===== config.mk =====
export PLATFORM = sky130hd
export DESIGN_NAME = bitmap_index_set_engine
export DESIGN_NICKNAME = d
export VERILOG_FILES = /design/src/bise_pkg.sv /design/src/bitmap_index_set_engine.sv
export SDC_FILE = /design/constraint.sdc
export NUM_CORES = 2
export LEC_CHECK = 0
export BUFFER_PORTS_ARGS = -buffer_cell sky130_fd_sc_hd__buf_4
export CAP_MARGIN = 20
export CORE_MARGIN = 10
export CORE_UTILIZATION = 55
export DETAILED_ROUTE_END_ITERATION = 8
export GPL_TIMING_DRIVEN = 0
export PLACE_DENSITY = 0.81
export REMOVE_ABC_BUFFERS = 1
export SYNTH_ARGS = -nofsm -noshare
export SYNTH_HDL_FRONTEND = slang
export SYNTH_SLANG_ARGS = --single-unit

===== constraint.sdc =====
create_clock -name clk_i -period 10.4 [get_ports clk_i]
set_clock_uncertainty 0.15 [all_clocks]
set_input_delay 2.08 -clock clk_i [delete_from_list [all_inputs] [get_ports clk_i]]
set_output_delay 2.08 -clock clk_i [all_outputs]
set_load 0.01 [all_outputs]

===== src/bise_pkg.sv =====
package bise_pkg;

  localparam int MAX_RANGE = 1024;
  localparam int WORD_BITS = 64;
  localparam int NUM_WORDS = MAX_RANGE / WORD_BITS;
  localparam int ADDR_W    = $clog2(NUM_WORDS);
  localparam int BIT_W     = $clog2(WORD_BITS);
  localparam int IDX_W     = $clog2(MAX_RANGE);
  localparam int CNT_W     = IDX_W + 1;
  localparam int OP_W      = 4;

  typedef logic [WORD_BITS-1:0] word_t;

  typedef enum logic [OP_W-1:0] {
    OP_CLEAR       = 4'd0,
    OP_FILL        = 4'd1,
    OP_COMPLEMENT  = 4'd2,
    OP_ADD         = 4'd3,
    OP_REMOVE      = 4'd4,
    OP_CONTAINS    = 4'd5,
    OP_FIRST       = 4'd6,
    OP_NEXT        = 4'd7,
    OP_NEXT_SUBSET = 4'd8
  } opcode_e;

  function automatic logic [BIT_W-1:0] find_first(word_t v);
    logic [BIT_W-1:0] pos;
    pos = '0;
    for (int i = WORD_BITS - 1; i >= 0; i--) begin
      if (v[i]) begin
        pos = BIT_W'(i);
      end
    end
    return pos;
  endfunction

  function automatic word_t range_mask(logic [ADDR_W-1:0] w, logic [CNT_W-1:0] r);
    logic [CNT_W-BIT_W-1:0] full;
    word_t                  m;
    full = r[CNT_W-1:BIT_W];
    if ({1'b0, w} < full) begin
      m = '1;
    end else if ({1'b0, w} == full) begin
      m = ~({WORD_BITS{1'b1}} << r[BIT_W-1:0]);
    end else begin
      m = '0;
    end
    return m;
  endfunction

endpackage


===== src/bitmap_index_set_engine.sv =====
// A membership set over indices 0 to range_in_use-1, kept as sixteen 64-bit words in a
// single-port-write memory with a registered read, plus an element count and an iteration
// cursor. Clear, contains, add or remove that leave the set unchanged, errors and unknown
// opcodes give their result without a scan of the words. Add and remove that change the
// set, first and next scan the words from the start point one word per cycle and stop at
// the first member. Fill, complement and next-subset always sweep all sixteen words
// through the memory. One transaction is worked on at a time. The next one is taken in
// the cycle after the result is loaded, even while that result waits at the output. A
// range write empties the set at once through per-word valid flags, with no clearing
// pass.
module bitmap_index_set_engine (
  input  logic                                clk_i,
  input  logic                                rst_ni,
  input  logic                                cfg_valid_i,
  output logic                                cfg_ready_o,
  input  logic [bise_pkg::CNT_W-1:0]          range_in_use_i,
  input  logic                                in_valid_i,
  output logic                                in_stall_o,
  input  logic [bise_pkg::OP_W-1:0]           opcode_i,
  input  logic [bise_pkg::IDX_W-1:0]          index_i,
  output logic                                out_valid_o,
  input  logic                                out_stall_i,
  output logic                                hit_o,
  output logic signed [bise_pkg::CNT_W-1:0]   element_o,
  output logic [bise_pkg::CNT_W-1:0]          count_o,
  output logic                                error_o
);

  typedef enum logic [1:0] {
    S_IDLE,
    S_RMW,
    S_SCAN,
    S_DONE
  } state_e;

  state_e                            state_q, state_d;
  bise_pkg::opcode_e                 op_q, op_d;
  logic [bise_pkg::IDX_W-1:0]        idx_q, idx_d;
  logic                              hit_q, hit_d;
  logic                              err_q, err_d;
  logic [bise_pkg::CNT_W-1:0]        count_q, count_d;
  logic [bise_pkg::IDX_W-1:0]        cur_pos_q, cur_pos_d;
  logic                              cur_vld_q, cur_vld_d;
  logic [bise_pkg::CNT_W-1:0]        range_q, range_d;
  logic [bise_pkg::NUM_WORDS-1:0]    valid_q, valid_d;
  logic [bise_pkg::ADDR_W:0]         ptr_q, ptr_d;
  logic                              dval_q, dval_d;
  logic [bise_pkg::ADDR_W-1:0]       didx_q, didx_d;
  logic [bise_pkg::BIT_W-1:0]        sbit_q, sbit_d;
  logic                              first_q, first_d;
  logic                              found_q, found_d;
  logic [bise_pkg::IDX_W-1:0]        spos_q, spos_d;
  logic                              carry_q, carry_d;
  logic                              out_valid_q, out_valid_d;
  logic                              out_hit_q, out_hit_d;
  logic [bise_pkg::CNT_W-1:0]        out_elem_q, out_elem_d;
  logic [bise_pkg::CNT_W-1:0]        out_count_q, out_count_d;
  logic                              out_err_q, out_err_d;

  bise_pkg::word_t                   mem_q [bise_pkg::NUM_WORDS];
  bise_pkg::word_t                   rd_data_q;
  logic                              rd_ok_q;
  logic                              mem_we;
  logic [bise_pkg::ADDR_W-1:0]       mem_wa;
  logic [bise_pkg::ADDR_W-1:0]       mem_ra;
  bise_pkg::word_t                   mem_wd;

  bise_pkg::word_t                   rd_word;
  bise_pkg::word_t                   mask;
  bise_pkg::word_t                   cand;
  logic                              seek_mode;
  logic                              cur_bit;
  logic [bise_pkg::CNT_W-1:0]        start;
  logic [bise_pkg::CNT_W-1:0]        cfg_range;

  assign rd_word     = rd_data_q & {bise_pkg::WORD_BITS{rd_ok_q}};
  assign cfg_ready_o = (state_q == S_IDLE);
  assign in_stall_o  = (state_q != S_IDLE) || cfg_valid_i;
  assign out_valid_o = out_valid_q;
  assign hit_o       = out_hit_q;
  assign element_o   = out_elem_q;
  assign count_o     = out_count_q;
  assign error_o     = out_err_q;

  always_comb begin
    if (range_in_use_i == '0) begin
      cfg_range = bise_pkg::CNT_W'(1);
    end else if (range_in_use_i > bise_pkg::CNT_W'(bise_pkg::MAX_RANGE)) begin
      cfg_range = bise_pkg::CNT_W'(bise_pkg::MAX_RANGE);
    end else begin
      cfg_range = range_in_use_i;
    end
  end

  always_comb begin
    state_d     = state_q;
    op_d        = op_q;
    idx_d       = idx_q;
    hit_d       = hit_q;
    err_d       = err_q;
    count_d     = count_q;
    cur_pos_d   = cur_pos_q;
    cur_vld_d   = cur_vld_q;
    range_d     = range_q;
    valid_d     = valid_q;
    ptr_d       = ptr_q;
    dval_d      = 1'b0;
    didx_d      = didx_q;
    sbit_d      = sbit_q;
    first_d     = first_q;
    found_d     = found_q;
    spos_d      = spos_q;
    carry_d     = carry_q;
    out_valid_d = out_valid_q && out_stall_i;
    out_hit_d   = out_hit_q;
    out_elem_d  = out_elem_q;
    out_count_d = out_count_q;
    out_err_d   = out_err_q;
    mem_we      = 1'b0;
    mem_wa      = didx_q;
    mem_ra      = index_i[bise_pkg::IDX_W-1:bise_pkg::BIT_W];
    mem_wd      = rd_word;
    mask        = bise_pkg::range_mask(didx_q, range_q);
    cand        = '0;
    seek_mode   = !((op_q == bise_pkg::OP_FILL) || (op_q == bise_pkg::OP_COMPLEMENT) ||
                    (op_q == bise_pkg::OP_NEXT_SUBSET));
    cur_bit     = rd_word[idx_q[bise_pkg::BIT_W-1:0]];
    start       = cur_vld_q ? ({1'b0, cur_pos_q} + bise_pkg::CNT_W'(1)) : '0;

    unique case (state_q)
      S_IDLE: begin
        if (cfg_valid_i) begin
          range_d   = cfg_range;
          valid_d   = '0;
          count_d   = '0;
          cur_pos_d = '0;
          cur_vld_d = 1'b0;
        end else if (in_valid_i) begin
          op_d    = bise_pkg::opcode_e'(opcode_i);
          idx_d   = index_i;
          hit_d   = 1'b0;
          err_d   = 1'b0;
          ptr_d   = '0;
          sbit_d  = '0;
          first_d = 1'b1;
          found_d = 1'b0;
          carry_d = 1'b1;
          unique case (opcode_i) inside
            bise_pkg::OP_CLEAR: begin
              valid_d   = '0;
              count_d   = '0;
              cur_pos_d = '0;
              cur_vld_d = 1'b0;
              state_d   = S_DONE;
            end
            bise_pkg::OP_FILL, bise_pkg::OP_COMPLEMENT, bise_pkg::OP_NEXT_SUBSET,
            bise_pkg::OP_FIRST: begin
              state_d = S_SCAN;
            end
            bise_pkg::OP_ADD, bise_pkg::OP_REMOVE, bise_pkg::OP_CONTAINS: begin
              if ({1'b0, index_i} >= range_q) begin
                err_d   = 1'b1;
                state_d = S_DONE;
              end else begin
                state_d = S_RMW;
              end
            end
            bise_pkg::OP_NEXT: begin
              if (count_q == '0) begin
                err_d   = 1'b1;
                state_d = S_DONE;
              end else begin
                ptr_d   = start[bise_pkg::CNT_W-1:bise_pkg::BIT_W];
                sbit_d  = start[bise_pkg::BIT_W-1:0];
                state_d = S_SCAN;
              end
            end
            default: begin
              state_d = S_DONE;
            end
          endcase
        end
      end

      S_RMW: begin
        mem_wa = idx_q[bise_pkg::IDX_W-1:bise_pkg::BIT_W];
        mem_wd = rd_word ^ (bise_pkg::word_t'(1) << idx_q[bise_pkg::BIT_W-1:0]);
        if (op_q == bise_pkg::OP_CONTAINS) begin
          hit_d   = cur_bit;
          state_d = S_DONE;
        end else if ((op_q == bise_pkg::OP_ADD) != cur_bit) begin
          mem_we          = 1'b1;
          valid_d[mem_wa] = 1'b1;
          hit_d           = 1'b1;
          count_d         = (op_q == bise_pkg::OP_ADD) ? count_q + bise_pkg::CNT_W'(1)
                                                       : count_q - bise_pkg::CNT_W'(1);
          state_d         = S_SCAN;
        end else begin
          state_d = S_DONE;
        end
      end

      S_SCAN: begin
        if (!ptr_q[bise_pkg::ADDR_W] && !(seek_mode && found_q)) begin
          mem_ra = ptr_q[bise_pkg::ADDR_W-1:0];
          ptr_d  = ptr_q + 1'b1;
          dval_d = 1'b1;
          didx_d = ptr_q[bise_pkg::ADDR_W-1:0];
        end
        if (dval_q) begin
          first_d = 1'b0;
          case (op_q)
            bise_pkg::OP_FILL: begin
              mem_we = 1'b1;
              mem_wd = mask;
            end
            bise_pkg::OP_COMPLEMENT: begin
              mem_we = 1'b1;
              mem_wd = rd_word ^ mask;
              cand   = rd_word ^ mask;
            end
            bise_pkg::OP_NEXT_SUBSET: begin
              mem_we  = 1'b1;
              mem_wd  = (rd_word + bise_pkg::word_t'(carry_q)) & mask;
              carry_d = carry_q && (rd_word == mask);
              cand    = carry_q ? (~rd_word & mask) : '0;
            end
            default: begin
              cand = first_q ? (rd_word & ({bise_pkg::WORD_BITS{1'b1}} << sbit_q)) : rd_word;
            end
          endcase
          if (mem_we) begin
            valid_d[didx_q] = 1'b1;
          end
          if (!found_q && (cand != '0)) begin
            found_d = 1'b1;
            spos_d  = {didx_q, bise_pkg::find_first(cand)};
          end
        end
        if ((seek_mode && found_q) || (!dval_q && ptr_q[bise_pkg::ADDR_W])) begin
          cur_pos_d = found_q ? spos_q : '0;
          cur_vld_d = found_q;
          case (op_q)
            bise_pkg::OP_FILL: begin
              count_d   = range_q;
              cur_pos_d = '0;
              cur_vld_d = 1'b1;
            end
            bise_pkg::OP_COMPLEMENT: begin
              count_d = range_q - count_q;
            end
            bise_pkg::OP_NEXT_SUBSET: begin
              hit_d   = found_q;
              count_d = found_q ? count_q - {1'b0, spos_q} + bise_pkg::CNT_W'(1) : '0;
            end
            default: begin
            end
          endcase
          state_d = S_DONE;
        end
      end

      S_DONE: begin
        if (!out_valid_q || !out_stall_i) begin
          out_valid_d = 1'b1;
          out_hit_d   = hit_q;
          out_elem_d  = cur_vld_q ? {1'b0, cur_pos_q} : '1;
          out_count_d = count_q;
          out_err_d   = err_q;
          state_d     = S_IDLE;
        end
      end

      default: begin
        state_d = S_IDLE;
      end
    endcase
  end

  always_ff @(posedge clk_i) begin
    if (mem_we) begin
      mem_q[mem_wa] <= mem_wd;
    end
    rd_data_q <= mem_q[mem_ra];
    rd_ok_q   <= valid_q[mem_ra];
  end

  always_ff @(posedge clk_i or negedge rst_ni) begin
    if (!rst_ni) begin
      state_q     <= S_IDLE;
      op_q        <= bise_pkg::OP_CLEAR;
      idx_q       <= '0;
      hit_q       <= 1'b0;
      err_q       <= 1'b0;
      count_q     <= '0;
      cur_pos_q   <= '0;
      cur_vld_q   <= 1'b0;
      range_q     <= bise_pkg::CNT_W'(bise_pkg::MAX_RANGE);
      valid_q     <= '0;
      ptr_q       <= '0;
      dval_q      <= 1'b0;
      didx_q      <= '0;
      sbit_q      <= '0;
      first_q     <= 1'b0;
      found_q     <= 1'b0;
      spos_q      <= '0;
      carry_q     <= 1'b0;
      out_valid_q <= 1'b0;
      out_hit_q   <= 1'b0;
      out_elem_q  <= '0;
      out_count_q <= '0;
      out_err_q   <= 1'b0;
    end else begin
      state_q     <= state_d;
      op_q        <= op_d;
      idx_q       <= idx_d;
      hit_q       <= hit_d;
      err_q       <= err_d;
      count_q     <= count_d;
      cur_pos_q   <= cur_pos_d;
      cur_vld_q   <= cur_vld_d;
      range_q     <= range_d;
      valid_q     <= valid_d;
      ptr_q       <= ptr_d;
      dval_q      <= dval_d;
      didx_q      <= didx_d;
      sbit_q      <= sbit_d;
      first_q     <= first_d;
      found_q     <= found_d;
      spos_q      <= spos_d;
      carry_q     <= carry_d;
      out_valid_q <= out_valid_d;
      out_hit_q   <= out_hit_d;
      out_elem_q  <= out_elem_d;
      out_count_q <= out_count_d;
      out_err_q   <= out_err_d;
    end
  end

endmodule


* Word-level counts from Yosys, hierarchy flattened
Memory sizes are Yosys's and may differ from the RTL's. A register that Yosys moved wholly into a read port is not among the register bits. Index checks and enable logic that the tools add are counted.
Operators by class: shifts and indexed selects 3, $lt $le $gt $ge 9, bitwise operators 11, reduce and logical (&&, ||, !) cells 45, equality and inequality tests 34, add/sub/neg operators 8, muxes and demuxes 171
Operator list (count):
- 64-bit 2-to-1 mux | 7
- 6-bit 2-to-1 mux | 66
- 64-bit case mux with 3 select lines | 2
- 64-bit bitwise AND | 4
- 11-bit 2-to-1 mux | 12
- 64-bit inverter | 2
- 64-bit case mux with 2 select lines | 1
- 64-bit by 6-bit left shift with 64-bit output (first input constant) | 2
- 64-bit XOR | 2
- 16-bit 2-to-1 mux | 7
- 11-bit case mux with 3 select lines | 2
- 64-bit by 1-bit adder with 64-bit output | 1
- 64-bit == test | 1
- 64-bit nonzero test | 1
- 1-bit by 6-bit left shift with 64-bit output (first input constant) | 1
- 10-bit 2-to-1 mux | 6
- 16-bit case mux with 3 select lines | 1
- 1-bit 2-to-1 mux | 39
- 16-bit bitwise OR | 2
- 5-bit 2-to-1 mux | 5
- 11-bit by 1-bit adder with 11-bit output (second input constant) | 2
- 11-bit zero test | 2
- 4-bit by 3-bit == test with 1-bit output (second input constant) | 5
- 2-bit inequality test (second input constant) | 10
- 49 further kinds | 98
Storage, ports and cells: memories 1, bits in writable memories 1024, output and inout port bits 27, flip-flop bits (word level) 122, input port bits 30, word-level logic and storage cells 306
Memory list:
- mem_q | depth 16, bits a word 64, rd ports 1, clocked after Yosys merged registers in 1, wr ports 1, RTL line bitmap_index_set_engine.sv:60 | bise_pkg::word_t mem_q [bise_pkg::NUM_WORDS];

* Depth between registers and ports, before layout
depth after elaboration 73, gate-level depth with buffers 20, depth with buffers taken out 18

* Least setup slack after synthesis
OpenSTA, ideal clock, no wires.
path type register to register, start register idx_q[1] in the netlist's numbering, end memory mem_q[12][0] in the netlist's numbering (enable), path buffers 2, setup slack 2683 ps, arrival 7002 ps, clock period less this slack 7717 ps, cell stages (with the launch flop) 11, library setup time 565 ps, required time 9685 ps, cells stage by stage dfrtp_1 -> buf_4 -> nand2b_1 -> o221ai_1 -> a22oi_1 -> a311o_1 -> or4b_1 -> nand2_1 -> a31oi_1 -> clkbuf_1 -> nor3_1
On the way: word-level cells in the longest chain between the ends 8
Ends and longest elaborated chain:
- from (decl) | RTL line bitmap_index_set_engine.sv:38 | logic [bise_pkg::IDX_W-1:0] idx_q, idx_d;
- from (signal assigned) | RTL line bitmap_index_set_engine.sv:316 | idx_q <= idx_d;
- 1-bit binary-select mux with 6-bit select | RTL line bitmap_index_set_engine.sv:127 | cur_bit = rd_word[idx_q[bise_pkg::BIT_W-1:0]];
- 1-bit 2-to-1 mux (not written as such) | RTL line bitmap_index_set_engine.sv:127
- 1-bit inequality test | RTL line bitmap_index_set_engine.sv:191 | end else if ((op_q == bise_pkg::OP_ADD) != cur_bit) begin
- 1-bit 2-to-1 mux | RTL line bitmap_index_set_engine.sv:191
- 1-bit 2-to-1 mux | RTL line bitmap_index_set_engine.sv:188 | if (op_q == bise_pkg::OP_CONTAINS) begin
- 1-bit case mux with 2 select lines | RTL line bitmap_index_set_engine.sv:130 | unique case (state_q)
- 1-bit 2-to-1 mux | RTL line bitmap_index_set_engine.sv:281 | if (mem_we) begin
- 1-bit 2-to-1 mux (not written as such) | RTL line bitmap_index_set_engine.sv:282 | mem_q[mem_wa] <= mem_wd;
- to (decl) | RTL line bitmap_index_set_engine.sv:60
No other way between the ends. The select of a mux whose other input is x is not followed.

* Final worst setup path
start register didx_q[0] in the netlist's numbering, end register spos_q[0] in the netlist's numbering
On the way: word-level cells in the longest chain between the ends 72, elaborated cells between the ends (all ways) 77, classes of those cells order compare: 1; eq/ne: 1; mux: 70; bitwise: 2; reduce/logical: 3
Ends and longest elaborated chain:
- from (decl) | RTL line bitmap_index_set_engine.sv:48 | logic [bise_pkg::ADDR_W-1:0] didx_q, didx_d;
- from (signal assigned) | RTL line bitmap_index_set_engine.sv:326 | didx_q <= didx_d;
- branches (longest 2 deep; another with 4-bit by 5-bit less-than comparator with 1-bit output)
- 64-bit 2-to-1 mux (*) | RTL line bise_pkg.sv:41 | if ({1'b0, w} < full) begin
- 64-bit bitwise AND | RTL line bitmap_index_set_engine.sv:226 | cand = carry_q ? (~rd_word & mask) : '0;
- 64-bit 2-to-1 mux | RTL line bitmap_index_set_engine.sv:226
- 64-bit case mux with 3 select lines (*) | RTL line bitmap_index_set_engine.sv:212 | case (op_q)
- 64-bit 2-to-1 mux (*) | RTL line bitmap_index_set_engine.sv:210 | if (dval_q) begin
- 64-bit 2-to-1 mux (*) | RTL line bitmap_index_set_engine.sv:130
- 6-bit 2-to-1 mux (64 in a row) | RTL line bise_pkg.sv:30 | if (v[i]) begin
- to (signal assigned) | RTL line bitmap_index_set_engine.sv:330 | spos_q <= spos_d;
- to (decl) | RTL line bitmap_index_set_engine.sv:52 | logic [bise_pkg::IDX_W-1:0] spos_q, spos_d;
Every way passes the cells marked *. The select of a mux whose other input is x is not followed. A chain may end at the register's enable or synchronous reset.

==> results.cfg <==
[run_status]
status = complete, no violations

[critical_path]
endpoint_kind = flop
worst-setup-path-type = flop to flop
path_cells = inv_1, ha_1, nand4_1, nor2_1, nand2_1, o21ai_0, ha_1, nor2_1, a221o_1, nor4_1, nand4_1, o41ai_4, and3b_1, a221oi_2
required_ns = 10.88
arrival_ns = 7.21
slowest_stage = o21ai_0
crit_path_max_fanout = 16
start_kind = flop
worstPathBufferInverterCount = 1
critPathMaxStageDelay_ns = 1.01
crit_family = compound AO/OA/AOI/OAI gates

[placement]
dp.cells = 6144
place_area_mm2 = 0.0619
pre_cts_ws_ns = 4.04
dpl.hpwl_um = 139000
gp_congestion = 1.04
io_buffers = 56

[clocking]
cts_resized = 0
cts.sink_count = 1210
hold_buffers = 0
cts_buffers = 115
clk_pin_slew_ns = 0.06
cts_tree = done
cts_buffer_depth = 3
cts_max_level = 3
cts_root_buf = clkbuf_16
clk_latency_ns = 0.74
cts_setup_buffers = 0

[synth]
synthCells = 4805
synthFlopType = edfxtp_1
async_reset_ff_frac = 0.100
yosysUniqueCellTypes = 95
netlist_area_mm2 = 0.0577
syn_area_per_cell_um2 = 12.0
synth_largest_area_cell = edfxtp_1
synth_seq_area_share = 0.608
yosys.area.top_type_share = 0.533
ys_top_cells_by_area = edfxtp_1 53%, mux4_2 5.6%, dfrtp_1 5.2%
yosysWarnings = 0
synth-seq-cells = 1210
synth_edf_count = 1024

[routing]
drtIter0Drc = 7649
wirelength_um = 203000
viasPerCell = 7.04
wire_per_inst_um = 31.8
drc = 0
vias = 45034
ant_nets = 0
dr.pass1.iters = 9

[final_layout]
final_area_mm2 = 0.0664
areaGrowthSynthToFinish_pct = 15.1
layoutNonFillerInstCount = 6395
fillers = 7288
layout-drive-gt1-share = 0.155
nNetsFinal = 5068

[pwr]
leakage_nw = 23.3
p_sw_mw = 8.39
power_frac_seq = 0.338
power_mw = 20.1
p_int_mw = 11.7
ir_drop_mv = 0.290
p_comb_frac = 0.431
clock_power_share = 0.232
powerDensity_mw_per_mm2 = 303
swShare = 0.417

[sta]
timing.final.hold_violations = 0
rsz0062_at_grt = false
min_period_ns = 6.73
fin_crit_sh = 0.647
setup_tns_ns = 0
max_freq_mhz = 149
layout_setup_ws_ns = 3.67
drv_slew = 0
tightest_slew_ns = 1.21
max_slew_margin = 0.183
finalSetupViolCount = 0

[floorplan]
die_height_um = 344
io_pins = 57
start_util = 0.556
rows = 118
fp.coreArea_mm2 = 0.104
dieArea_mm2 = 0.118
dieWidth_um = 344

[worst_hold_path]
holdCritPathClass = flop to flop

[global_routing]
grt_pass1_wl_um = 295000
gr-total-overflow = 0
grt_max_degree = 129
antenna_found_initial = 1
grt_pass1_vias = 43386
grtUsageTotal = 0.338

[run]
drv_cap = 0
per-stage QoR:
| stage | hold WS, ns | util |
|---|---|---|
| 2_1_floorplan | 0.283 | - |
| 4_1_cts | 0.329 | 0.638 |
| 3_3_place_gp | 0.301 | 0.564 |
| 5_1_grt | 0.349 | 0.640 |
| 3_5_place_dp | 0.314 | 0.596 |
| 6_report | 0.323 | 0.640 |
path summary, 6_finish.rpt:
| check | slack [ns] | to | start | cells past startpoint |
|---|---|---|---|---|
| max reg2reg | 3.67 | spos_q[0] | didx_q[0] | 14 |
| min reg2reg | 0.32 | error_o | err_q | 2 |
| max | 3.67 | spos_q[0] | didx_q[0] | 14 |
| min | 0.32 | error_o | err_q | 2 |
| max in group asynchronous | 8.22 | valid_q[9] | rst_ni | 2 |
| min in group asynchronous | 1.07 | count_o[2] | rst_ni | 1 |
power by group through the flow:
stage	Sequential (mW)	Combinational, mW	Clock, mW
after floorplan	6.56	5.11	0
after global placement	6.90	8.18	0
after detailed placement	6.84	8.14	0
after CTS	6.75	8.22	4.68
after global routing	6.79	9.08	4.87
final	6.80	8.67	4.67
worst reg2reg max path, delay by kind of cell, from the launching register on:
family	cells	cell delay (ns)
AND/OR/NAND/NOR	7	2.56
adder cells (fa/ha/maj)	2	0.64
AO/OA/AOI/OAI	4	2.58
buffers and inverters	1	0.19
flip-flops	1	0.51
cell usage after synthesis, types with 14 or more instances:
cell and n:
edfxtp_1 1024, nand2_1 726, nand3_1 336, o21ai_0 328, clkbuf_1 242, nor2_1 235, a21oi_1 194, mux4_2 143
ha_1 124, dfrtp_1 120, nand4_1 115, nor3_1 111, inv_1 110, a22oi_1 73, dfxtp_1 65, xnor2_1 64
a221o_1 56, o221ai_1 52, a31oi_1 42, a211oi_1 41, and2_1 39, buf_2 37, nor4_1 34, mux2_2 30
buf_1 28, o31ai_1 27, and3_1 26, o22ai_1 25, a221oi_1 23, xor2_1 23, nor2b_1 19, mux2i_1 18
nand2b_1 18, a21o_1 15, a22o_1 14, a31o_2 14, nor3b_1 14
area by class of cell:
cell class | instances | area [um^2] | area share
Inverter | 120 | 450 | 0.00678
Clock buffer | 156 | 3300 | 0.0496
Sequential cell | 1210 | 35100 | 0.528
Timing Repair Buffer | 304 | 3670 | 0.0552
Tap cell | 1380 | 1730 | 0.0260
Antenna cell | 2 | 5.00 | 0.0000753
Multi-Input combinational cell | 3160 | 21200 | 0.319
Clock inverter | 63 | 998 | 0.0150
cell families (layout without fill, tap and decap cells):
kind of cell | count (synthesis) | after routing | share of synthesized area
mux | 191 | 191 | 0.0648
xor+xnor | 88 | 88 | 0.0135
other cells | 0 | 2 | 0
buf+inv | 435 | 643 | 0.0299
fa+ha+maj | 128 | 128 | 0.0281
flops | 1210 | 1210 | 0.608
simple gates | 1741 | 1741 | 0.141
compound gates | 1012 | 1012 | 0.115
routing by layer:
metal | GRT usage | share of wire | vias up
li1 | - | - | 18638
met5 | 0 | 0.000064 | -
met1 | 0.441 | 0.36 | 21870
met4 | 0.213 | 0.074 | 2
met3 | 0.0778 | 0.13 | 871
met2 | 0.509 | 0.44 | 3653
state kept, by name, indices dropped and copies added (netlist names), 2 cells and up:
signal / flops
count_o: 11
count_q: 11
cur_pos_q: 10
didx_q: 4
element_o: 11
idx_q: 10
mem_q: 1024
op_q: 4
ptr_q: 5
range_q: 11
rd_data_q: 64
sbit_q: 6
spos_q: 10
state_q: 2
valid_q: 16
layout by cell type (no fill, tap or decap), types with 73 or more instances in the layout:
| cell | instances |
|---|---|
| inv_1 | 110 |
| clkbuf_16 | 118 |
| o21ai_0 | 325 |
| nand2_1 | 724 |
| a21oi_1 | 192 |
| nor3_1 | 94 |
| nand3_1 | 336 |
| buf_6 | 131 |
| nor2_1 | 226 |
| ha_1 | 122 |
| edfxtp_1 | 1024 |
| mux4_2 | 143 |
| nand4_1 | 115 |
| a22oi_1 | 73 |
| buf_4 | 95 |
| dfrtp_1 | 118 |
(Power assumes the default switching activity.)
